File: config.mk
export PLATFORM = sky130hd
export DESIGN_NAME = torque_ewma_limit_monitor
export DESIGN_NICKNAME = d
export VERILOG_FILES = /design/src/hw/rtl/telm_pkg.sv /design/src/hw/rtl/torque_ewma_limit_monitor.sv
export SDC_FILE = /design/constraint.sdc
export NUM_CORES = 1
export LEC_CHECK = 0
export BUFFER_PORTS_ARGS = -buffer_cell sky130_fd_sc_hd__clkbuf_2
export CAP_MARGIN = 20
export CORE_ASPECT_RATIO = 1.2
export CORE_UTILIZATION = 55
export DETAILED_ROUTE_END_ITERATION = 8
export GPL_ROUTABILITY_DRIVEN = 0
export PLACE_DENSITY_LB_ADDON = 0.05
export SLEW_MARGIN = 20
export SYNTH_ARGS = -nofsm -noshare
export SYNTH_HDL_FRONTEND = slang
export SYNTH_SLANG_ARGS = --single-unit
File: constraint.sdc
create_clock -name clock -period 25 [get_ports clock]
set_input_delay 1.25 -clock clock [delete_from_list [all_inputs] [get_ports clock]]
set_output_delay 1.25 -clock clock [all_outputs]
set_load 0.01 [all_outputs]
File: src/hw/rtl/telm_pkg.sv
`timescale 1ns / 1ps
`default_nettype none
// ---------------------------------------------------------------------------
// telm_pkg
// Shared widths, register indexes, reset values and constants for the
// torque moving-average limit monitor.
// ---------------------------------------------------------------------------
package telm_pkg;

   localparam int CHANNELS_DEFAULT = 4;

   localparam int CHAN_W   = 2;
   localparam int TORQUE_W = 16;
   localparam int ALPHA_W  = 17;
   localparam int OFFSET_W = 16;
   localparam int LIMIT_W  = 15;
   localparam int FRAC_W   = 8;
   localparam int AVG_W    = TORQUE_W + FRAC_W;
   localparam int CSR_IDX_W  = 2;
   localparam int CSR_DATA_W = ALPHA_W;

   typedef enum logic [CSR_IDX_W-1:0] {
      CSR_ALPHA  = 2'd0,
      CSR_OFFSET = 2'd1,
      CSR_LIMIT  = 2'd2
   } csr_idx_type;

   localparam logic [ALPHA_W-1:0]         ALPHA_RESET  = 17'd6554;
   localparam logic [ALPHA_W-1:0]         ALPHA_ONE    = 17'd65536;
   localparam logic signed [OFFSET_W-1:0] OFFSET_RESET = 16'sd0;
   localparam logic [LIMIT_W-1:0]         LIMIT_RESET  = 15'd10000;
   localparam logic signed [TORQUE_W-1:0] ERROR_FLOOR  = -16'sd10000;

endpackage : telm_pkg
`default_nettype wire

File: src/hw/rtl/torque_ewma_limit_monitor.sv
`timescale 1ns / 1ps
`default_nettype none
// ---------------------------------------------------------------------------
// torque_ewma_limit_monitor
// Per-channel exponential moving average of torque samples, offset, saturate
// and compare against a magnitude limit.
// ---------------------------------------------------------------------------
// One request per clock is sustained while the response side is not
// stalled; each request yields exactly one response, which is registered.
// A request is captured in an input register, then a single pass
// (one 25x18 multiply, an add, offset, abs compare) produces the response
// register and updates the channel average at the same edge, so requests on
// the same channel may follow each other with no gap. Configuration writes
// take effect on the next request and must be made while the block is idle.
module torque_ewma_limit_monitor
   #(
      parameter int CHANNELS = telm_pkg::CHANNELS_DEFAULT
   )
   (
      input  wire logic                                   clock,
      input  wire logic                                   reset,

      input  wire logic                                   req_valid,
      output logic                                        req_ready,
      input  wire logic [telm_pkg::CHAN_W-1:0]            req_channel,
      input  wire logic                                   req_motor_enabled,
      input  wire logic                                   req_steps_active,
      input  wire logic signed [telm_pkg::TORQUE_W-1:0]   req_raw_torque,

      output logic                                        rsp_valid,
      input  wire logic                                   rsp_ready,
      output logic                                        rsp_over_limit,
      output logic signed [telm_pkg::TORQUE_W-1:0]        rsp_reported_torque,
      output logic                                        rsp_sample_used,

      input  wire logic                                   csr_we,
      input  wire logic [telm_pkg::CSR_IDX_W-1:0]         csr_index,
      input  wire logic [telm_pkg::CSR_DATA_W-1:0]        csr_wdata
   );

   import telm_pkg::*;

   localparam int IDX_W = (CHANNELS > 1) ? $clog2(CHANNELS) : 1;

   // configuration
   logic [ALPHA_W-1:0]         alpha_ff;
   logic signed [OFFSET_W-1:0] offset_ff;
   logic [LIMIT_W-1:0]         limit_ff;

   always_ff @(posedge clock) begin
      if (reset) begin
         alpha_ff  <= ALPHA_RESET;
         offset_ff <= OFFSET_RESET;
         limit_ff  <= LIMIT_RESET;
      end else if (csr_we) begin
         unique case (csr_idx_type'(csr_index))
            CSR_ALPHA:  alpha_ff  <= csr_wdata;
            CSR_OFFSET: offset_ff <= csr_wdata[OFFSET_W-1:0];
            CSR_LIMIT:  limit_ff  <= csr_wdata[LIMIT_W-1:0];
            default: ;
         endcase
      end
   end

   // input register
   logic                       s1_valid_ff;
   logic [CHAN_W-1:0]          s1_channel_ff;
   logic                       s1_enabled_ff;
   logic                       s1_active_ff;
   logic signed [TORQUE_W-1:0] s1_raw_ff;
   logic                       s1_advance;
   logic                       out_free;

   assign out_free   = !rsp_valid || rsp_ready;
   assign s1_advance = s1_valid_ff && out_free;
   assign req_ready  = !s1_valid_ff || out_free;

   always_ff @(posedge clock) begin
      if (reset) begin
         s1_valid_ff <= 1'b0;
      end else if (req_ready) begin
         s1_valid_ff <= req_valid;
      end
      if (req_valid && req_ready) begin
         s1_channel_ff <= req_channel;
         s1_enabled_ff <= req_motor_enabled;
         s1_active_ff  <= req_steps_active;
         s1_raw_ff     <= req_raw_torque;
      end
   end

   // channel state
   logic [AVG_W-1:0] avg_store_ff [CHANNELS];
   logic [CHANNELS-1:0] unseeded_ff;

   // single-pass datapath
   logic [IDX_W-1:0]               idx;
   logic                           chan_ok;
   logic                           use_sample;
   logic [ALPHA_W-1:0]             alpha_eff;
   logic signed [AVG_W-1:0]        avg_old;
   logic signed [AVG_W-1:0]        seed_val;
   logic signed [AVG_W:0]          diff;
   logic signed [AVG_W+ALPHA_W+1:0] prod;
   logic signed [AVG_W:0]          upd_sum;
   logic signed [AVG_W-1:0]        avg_new;
   logic signed [AVG_W:0]          full;
   logic [AVG_W:0]                 mag;
   logic                           over_in;
   logic signed [TORQUE_W:0]       rep_wide;
   logic signed [TORQUE_W-1:0]     rep_sat;

   always_comb begin
      idx        = IDX_W'(32'(s1_channel_ff));
      chan_ok    = 32'(s1_channel_ff) < 32'(CHANNELS);
      use_sample = chan_ok && s1_enabled_ff && s1_active_ff &&
                   !(s1_raw_ff < ERROR_FLOOR);
      alpha_eff  = (alpha_ff > ALPHA_ONE) ? ALPHA_ONE : alpha_ff;
      avg_old    = avg_store_ff[idx];
      seed_val   = {s1_raw_ff, {FRAC_W{1'b0}}};
      diff       = {seed_val[AVG_W-1], seed_val} - {avg_old[AVG_W-1], avg_old};
      // avg + floor(alpha * (x - avg) / 2^16)
      prod       = diff * $signed({1'b0, alpha_eff});
      upd_sum    = {avg_old[AVG_W-1], avg_old} + prod[AVG_W+16:16];
      avg_new    = unseeded_ff[idx] ? seed_val : upd_sum[AVG_W-1:0];
      full       = {avg_new[AVG_W-1], avg_new} +
                   {offset_ff[OFFSET_W-1], offset_ff, {FRAC_W{1'b0}}};
      mag        = full[AVG_W] ? (AVG_W+1)'(-full) : full;
      over_in    = mag > (AVG_W+1)'({limit_ff, {FRAC_W{1'b0}}});
      rep_wide   = {avg_new[AVG_W-1], avg_new[AVG_W-1:FRAC_W]} +
                   {offset_ff[OFFSET_W-1], offset_ff};
      if (rep_wide[TORQUE_W] != rep_wide[TORQUE_W-1]) begin
         rep_sat = rep_wide[TORQUE_W] ? {1'b1, {(TORQUE_W-1){1'b0}}}
                                      : {1'b0, {(TORQUE_W-1){1'b1}}};
      end else begin
         rep_sat = rep_wide[TORQUE_W-1:0];
      end
   end

   always_ff @(posedge clock) begin
      if (reset) begin
         unseeded_ff <= '1;
      end else if (s1_advance && use_sample) begin
         unseeded_ff[idx] <= 1'b0;
      end
      if (s1_advance && use_sample) begin
         avg_store_ff[idx] <= avg_new;
      end
   end

   // response register
   logic                       rsp_valid_ff;
   logic                       rsp_over_ff;
   logic signed [TORQUE_W-1:0] rsp_torque_ff;
   logic                       rsp_used_ff;

   always_ff @(posedge clock) begin
      if (reset) begin
         rsp_valid_ff <= 1'b0;
      end else if (out_free) begin
         rsp_valid_ff <= s1_valid_ff;
      end
      if (s1_advance) begin
         rsp_over_ff   <= use_sample && over_in;
         rsp_torque_ff <= use_sample ? rep_sat : '0;
         rsp_used_ff   <= use_sample;
      end
   end

   assign rsp_valid           = rsp_valid_ff;
   assign rsp_over_limit      = rsp_over_ff;
   assign rsp_reported_torque = rsp_torque_ff;
   assign rsp_sample_used     = rsp_used_ff;

   // assertions
   a_unused_zero: assert property (@(posedge clock) disable iff (reset)
      rsp_valid && !rsp_sample_used |-> !rsp_over_limit && rsp_reported_torque == '0)
      else $error("unused request produced nonzero response");

   a_stage_moves: assert property (@(posedge clock) disable iff (reset)
      s1_advance |=> rsp_valid)
      else $error("input stage advanced without a response");

   a_seeded: assert property (@(posedge clock) disable iff (reset)
      s1_advance && use_sample |=> !unseeded_ff[$past(idx)])
      else $error("used sample left channel unseeded");

   a_no_drop: assert property (@(posedge clock) disable iff (reset)
      s1_valid_ff && !out_free |=> s1_valid_ff)
      else $error("stalled request dropped from input stage");

endmodule : torque_ewma_limit_monitor
`default_nettype wire

# == Word level (Yosys, flattened, before mapping) ==
# Memory sizes are Yosys's and may differ from the RTL's. A register that Yosys moved wholly into a read port is not among the register bits.
# Index checks and enable logic that the tools add are counted.
# word_totals
ff_bits,92
latch_bits,0
ram_bits,96
romBits,0
out_inout_bits,20
wordCells,58
n_memories,1
# op_classes
n_addsub,5
n_mul,1
div,0
order_cmp,5
n_eq_ne,3
shift,0
mux,12
n_bitwise,2
reduce_logical,16
# mem_list
memory,depth,word_bits,read_ports,rd_clocked_by_memory_dff,wr,line,rtl
avg_store_ff,4,24,1,1,1,torque_ewma_limit_monitor.sv:93,logic [AVG_W-1:0] avg_store_ff [CHANNELS];
# op_table
operator,count
25-bit by 18-bit multiplier with 40-bit output,1
16-bit 2-to-1 mux,2
24-bit by 24-bit adder with 25-bit output,1
25-bit by 23-bit greater-than comparator with 1-bit output,1
25-bit 2-to-1 mux,1
25-bit negation,1
24-bit by 24-bit subtractor with 25-bit output,1
24-bit adder,1
24-bit 2-to-1 mux,1
16-bit by 16-bit adder with 17-bit output,1
"17-bit greater-than comparator, second input constant",1
17-bit 2-to-1 mux,1
"16-bit by 15-bit less-than comparator with 1-bit output, second input constant",1
1-bit logical AND,7
2-bit AND reduction,3
4-bit bitwise AND,1
1-bit 2-to-1 mux,4
4-bit NOT,1
1-bit logical NOT,3
"2-bit by 3-bit less-than comparator with 1-bit output, second input constant",1
1-bit binary-select mux with 2-bit select,1
1-bit demux with 2-bit select,1
"2-bit by 1-bit == test with 1-bit output, second input constant",1
"2-bit == test, second input constant",1
5 further kinds,6

# == Longest topological paths before layout ==
# Gate-level depths: netlist of the first run.
# logic_depth
ltp_word,10
ltp_mapped,73

# == Worst setup path before layout of the first run ==
# No wires, ideal clock.
# synth_timing
path_type,register -> register
start,register (tool-made name)
end,"register rsp_over_ff, in the netlist rsp_over_limit, data pin"
setup_ps,287
t_arrival_ps,14661
slack_ps,10052
stages_incl_launch_ff,69
path_cell_list,dfxtp_1 buf_6 buf_1 buf_1 mux4_2 inv_1 ha_1 clkbuf_1 a21o_1 a21o_1 a21oi_1 o31ai_4 and2_1 o21ai_0 nand2b_1 xnor2_1 nor2_1 fa_1 (+33 left out) o21ai_0 o21ai_0 clkbuf_1 a21oi_1 xnor2_1 ha_1 nor2b_1 o21a_1 o21a_1 o21a_1 o21a_1 o21a_1 o21a_1 o211ai_1 a211o_1 a32oi_1 o31ai_1 a31oi_1
# synth_rtl
element,line,rtl
end signal: assignment,torque_ewma_limit_monitor.sv:164,rsp_over_ff <= use_sample && over_in;
end: declaration,torque_ewma_limit_monitor.sv:153,logic rsp_over_ff;

==> metrics.txt, run 1 <==
outcome finished clean; most common cell after layout, fill and taps aside inv_1; hold depth 2; final hold vios 0; row count 84; Fillers 3,887; Layout Skew 0.02198 ns; max incr delay on CP 0.70 ns; Nets 3,263; post-route insts no fill 3,230; DRC errors left 0; dpl hpwl 53,370 um; Worst Hold End unseeded_ff[2]$_SDFFE_PP1P_; WP data arrival 16.82 ns; hold buffers post-CTS 0; Starting Density 55.83%; Worst Tran Pin Value 1.225 ns; Mapped Cells 2,621; # IOs 64; critical path peak fanout 31; Core Area 43,830 sq um; Root Buffer clkbuf_16; number of distinct library cells after synthesis 78; placed inst area 25,500 sq um; fmax 60.09 MHz; Pre-Repair DR Iteration Count 6; vias in the first global route 18.71k; P&R area growth vs syn 6.842%; Reg-to-Reg End rsp_over_limit$_DFFE_PP_; vias per cell 5.616; Clk Latency, worst-skew pair 0.46 ns; clk buf depth 2; die height 233.1 um; slowest stage cell, crit path xor2_1; H-Tree Level Count 4; number of flops mapped to enable cells by yosys 134; CTS buffer count 17; hold path start unseeded_ff[2]$_SDFFE_PP1P_; reg2reg setup slack 8.36 ns; Post-CTS Resized 0; Post-CTS Setup Bufs 0; final wirelength 66,560 um; final setup vio count 0; WL per Instance 20.61 um; ys flop type edfxtp_1; asr flop ratio synth 0%; sequential share of the synthesized area 21.03%; RSZ-0062 raised after global routing no; Hold Slack 0.4606 ns; Cell Area, Synth 24,470 sq um; # Max-Cap Violations 0; Slew HR 18.03%; layout cells sized above 1 7.488%; clock sink total 190; gr ovfl total 0; Mean Syn Cell Area 9.336 sq um; Hold Path Class reg2reg; placed instance count 3,198; Vias 18.14k; diode count 0; critical path startpoint category flip-flop; post-layout minimum cycle time 16.64 ns; TritonCTS clock tree done; endpoint class of the critical path flip-flop; first-pass GRT wire length 105,000 um; total track usage 30.94%; die area 45,340 sq um; Syn Nets 3,226; Worst EP required 25.18 ns; port bufs 63; FF+latch count, synth 190; Crit Path Class reg2reg; Reg2Reg Depth 60; CTS clock-pin slew for the worst setup and hold paths 0.08 ns; 1st-iter DRT viols 1,556; Chip Width 194.5 um; most frequent cells in the layout 552 x inv_1, 396 x fa_1, 353 x nand2_1; largest net degree at the start of global routing 55; Fin Setup TNS 0 ns; Routed Antenna Nets 0; Design Area, Final 26,140 sq um; final-report max-slew violation count 0; initial antenna violation count 1; Yosys warnings 0; final worst-path cycle share 66.57%
synth_stat cells (all sizes together) (4+ instances only):
master	n	area share, %
nand4	11	0.28
a211o	8	0.29
o21a	20	0.61
clkbuf	81	1.2
or2	6	0.15
nor3b	5	0.15
a21oi	115	2.4
xnor2	71	2.6
ha	165	8.4
nand2	354	5.4
o211ai	4	0.14
xor2	40	1.4
nand2b	14	0.36
buf	6	0.14
o21ai	56	1.2
a31oi	4	0.13
nand3	14	0.29
a21o	18	0.55
a31o	5	0.18
nor3	17	0.39
or3	8	0.20
a21boi	6	0.18
and3	13	0.33
and4	4	0.14
fa	396	32
dfxtp	56	4.6
o21bai	11	0.34
and2	36	0.92
nor4	7	0.18
edfxtp	134	16
nor2b	28	0.72
mux4	24	2.2
nor2	270	4.1
inv	553	8.5
o2111ai	4	0.14
nand3b	9	0.28
mux2	5	0.23
o31ai	7	0.27
worst max path at each step:
stage / startpoint / slack (ns) / to
floorplan: flip-flop / 10.05 / rsp_over_limit$_DFFE_PP_
global placement: flip-flop / 9.00 / rsp_over_limit$_DFFE_PP_
detailed placement: flip-flop / 8.52 / rsp_over_limit$_DFFE_PP_
CTS: flip-flop / 8.48 / rsp_over_limit$_DFFE_PP_
global route: flip-flop / 7.05 / rsp_over_limit$_DFFE_PP_
finish: flip-flop / 8.36 / rsp_over_limit$_DFFE_PP_
cells by family (layout without fill, tap and decap cells):
| kind of cell | Yosys count | count (layout) | share of synthesized area [%] |
|---|---|---|---|
| flops | 190 | 190 | 21.03 |
| simple gates | 801 | 801 | 14.15 |
| compound gates | 284 | 284 | 7.399 |
| xor+xnor | 112 | 112 | 4.142 |
| mux | 32 | 32 | 2.562 |
| buf+inv | 641 | 691 | 9.879 |
| fa+ha+maj | 561 | 561 | 40.84 |
flip-flops by register name, indices dropped and copies added, names as in the netlist, 2 cells and up, named ones only:
signal	flops
rsp_reported_torque	16
unseeded_ff	4
avg_store_ff	96
limit_ff	15
s1_raw_ff	16
offset_ff	16
alpha_ff	17
idx	2
stage by stage:
| step | util (%) | setup WS, ns |
|---|---|---|
| global placement | 58.19 | 9.004 |
| global route | 59.65 | 7.051 |
| finish | 59.65 | 8.357 |
| floorplan | - | 10.05 |
| detailed placement | 58.19 | 8.524 |
| CTS | 59.65 | 8.483 |
layer usage:
layer,routed length [um],GRT usage (%),vias to the layer above
met5,13,0,-
met4,3000,13.69,2
met3,4133,3.509,138
met2,33680,54.38,675
met1,25730,38.54,9097
li1,-,-,8229
critical path: cells and delay by family, from the launching register on:
family | cells | cell delay [ns]
adders and majority gates | 10 | 4.23
muxes | 1 | 0.38
xor gates and xnor gates | 4 | 1.10
AOI/OAI and AO/OA | 30 | 7.05
buffers and inverters | 6 | 0.99
and+or+nand+nor | 9 | 2.24
DFF | 1 | 0.31
layout make-up:
cell class | instances | area [sq um] | share of cell area [%]
clock buffers | 18 | 450.4 | 1.723
clock inverters | 14 | 188.9 | 0.7227
inverters | 554 | 2079 | 7.954
multi-input cells | 1790 | 16950 | 64.83
flip-flops and latches | 190 | 5146 | 19.69
well taps | 559 | 699.4 | 2.675
repair buffers | 105 | 630.6 | 2.412
Power of run 1 is left out: the tool's default activity adds up to more than one toggle a clock period on the data nets, which glitch-free logic cannot reach.
==> run 2, diff against run 1 <==
Clock period 25 ns to 16.2 ns, I/O delays scaled along.
==> metrics.txt, run 2 (synthesis gave the netlist of run 1 again) <==
outcome finished clean; WL per Instance 20.51 um; fmax 65.09 MHz; die height 233.1 um; dpl hpwl 54,940 um; TritonCTS clock tree done; largest net degree at the start of global routing 55; Post-CTS Setup Bufs 0; Reg2Reg Depth 65; gr ovfl total 0; initial antenna violation count 1; layout cells sized above 1 8.110%; Vias 18.06k; final setup vio count 0; post-layout minimum cycle time 15.36 ns; critical path startpoint category flip-flop; max incr delay on CP 0.57 ns; placed inst area 25,610 sq um; endpoint class of the critical path flip-flop; reg2reg setup slack 0.84 ns; Crit Path Class reg2reg; Chip Width 194.5 um; Core Area 43,830 sq um; final-report max-slew violation count 0; Layout Skew 0.01519 ns; CTS clock-pin slew for the worst setup and hold paths 0.08 ns; most frequent cells in the layout 552 x inv_1, 396 x fa_1, 353 x nand2_1; Root Buffer clkbuf_16; CTS buffer count 17; first-pass GRT wire length 105,800 um; final wirelength 66,590 um; Worst Tran Pin Value 1.113 ns; Regs by FF count avg_store_ff: 96 flops, alpha_ff: 17 flops; Starting Density 55.83%; Worst EP required 16.38 ns; final hold vios 0; Design Area, Final 26,250 sq um; Pre-Repair DR Iteration Count 5; Largest Register avg_store_ff; port bufs 63; P&R area growth vs syn 7.297%; # IOs 64; final worst-path cycle share 94.83%; 1st-iter DRT viols 1,143; Slew HR 25.42%; Hold Path Class reg2reg; vias per cell 5.563; Fin Setup TNS 0 ns; CP endpoint rsp_over_limit$_DFFE_PP_; slowest stage cell, crit path fa_1; H-Tree Level Count 4; diode count 0; Nets 3,280; WP data arrival 15.54 ns; Reg-to-Reg End rsp_over_limit$_DFFE_PP_; Clk Latency, worst-skew pair 0.46 ns; clk buf depth 2; Largest register FFs 96; DRC errors left 0; critical path peak fanout 21; Routed Antenna Nets 0; most common cell after layout, fill and taps aside inv_1; clock sink total 190; total track usage 31.03%; # Max-Cap Violations 0; row count 84; RSZ-0062 raised after global routing no; vias in the first global route 18.85k; die area 45,340 sq um
[run 2: cell count changes in the layout (fill, tap and decap cells not counted), sizes merged]
cell    delta
buf       +17
clkbuf     -1
clkinv     +4
inv        -3
[run 2: timing repair]
| action | CTS | global route |
|---|---|---|
| endpoints found under the setup margin | 0 | 1 |
| hold endpoints to repair | 0 | 0 |
| gates resized for setup | 0 | 13 |
| hold buffers | 0 | 0 |
[run 2: critical path: cells and delay by family, from the launching register on]
kind / cells / cell delay (ns)
adders and majority gates: 11 / 4.47
AOI/OAI and AO/OA: 32 / 6.39
xor gates and xnor gates: 4 / 1.03
muxes: 1 / 0.56
and+or+nand+nor: 10 / 1.56
DFF: 1 / 0.34
buffers and inverters: 7 / 0.72
[run 2: area by class of cell]
class                   count  area [sq um]
inverters                 554          2079
clock buffers              17         425.4
repair buffers            122         762.0
well taps                 559         699.4
flip-flops and latches    190          5146
multi-input cells        1790         16960
fillers                  3882         17570
clock inverters            15         183.9
[run 2: how the worst min path moves through the flow]
stage                                      from  depth (start not counted)                     endpoint  slack [ns]
floorplan             limit_ff[11]$_SDFFE_PP0P_                          2    limit_ff[11]$_SDFFE_PP0P_        0.44
global placement      limit_ff[14]$_SDFFE_PP0P_                          2    limit_ff[14]$_SDFFE_PP0P_        0.45
detailed placement     limit_ff[2]$_SDFFE_PP0P_                          2     limit_ff[2]$_SDFFE_PP0P_        0.45
CTS                    limit_ff[2]$_SDFFE_PP0P_                          2     limit_ff[2]$_SDFFE_PP0P_        0.47
global route        unseeded_ff[2]$_SDFFE_PP1P_                          2  unseeded_ff[2]$_SDFFE_PP1P_        0.49
finish              unseeded_ff[2]$_SDFFE_PP1P_                          2  unseeded_ff[2]$_SDFFE_PP1P_        0.46
[run 2: through the flow]
| stage | std cells | setup slack (ns) | hold slack [ns] | utilization [%] |
|---|---|---|---|---|
| 2_1_floorplan | 2621 | 1.252 | 0.4363 | - |
| 3_3_place_gp | 3214 | 0.9079 | 0.4460 | 58.44 |
| 3_5_place_dp | 3214 | 0.5856 | 0.4533 | 58.44 |
| 4_1_cts | 3246 | 0.5544 | 0.4652 | 59.83 |
| 5_1_grt | 3247 | 0.01037 | 0.4875 | 59.90 |
| 6_report | 3247 | 0.8378 | 0.4649 | 59.90 |
[run 2: routing by layer]
layer / vias up / track usage, % / share of wire, %
li1: 8259 / - / -
met1: 9068 / 39.19 / 40
met2: 605 / 53.27 / 50
met3: 130 / 4.086 / 6.1
met4: 2 / 14.29 / 4.6
met5: - / 0 / 0.018
Power of run 2 is left out for the same reason.
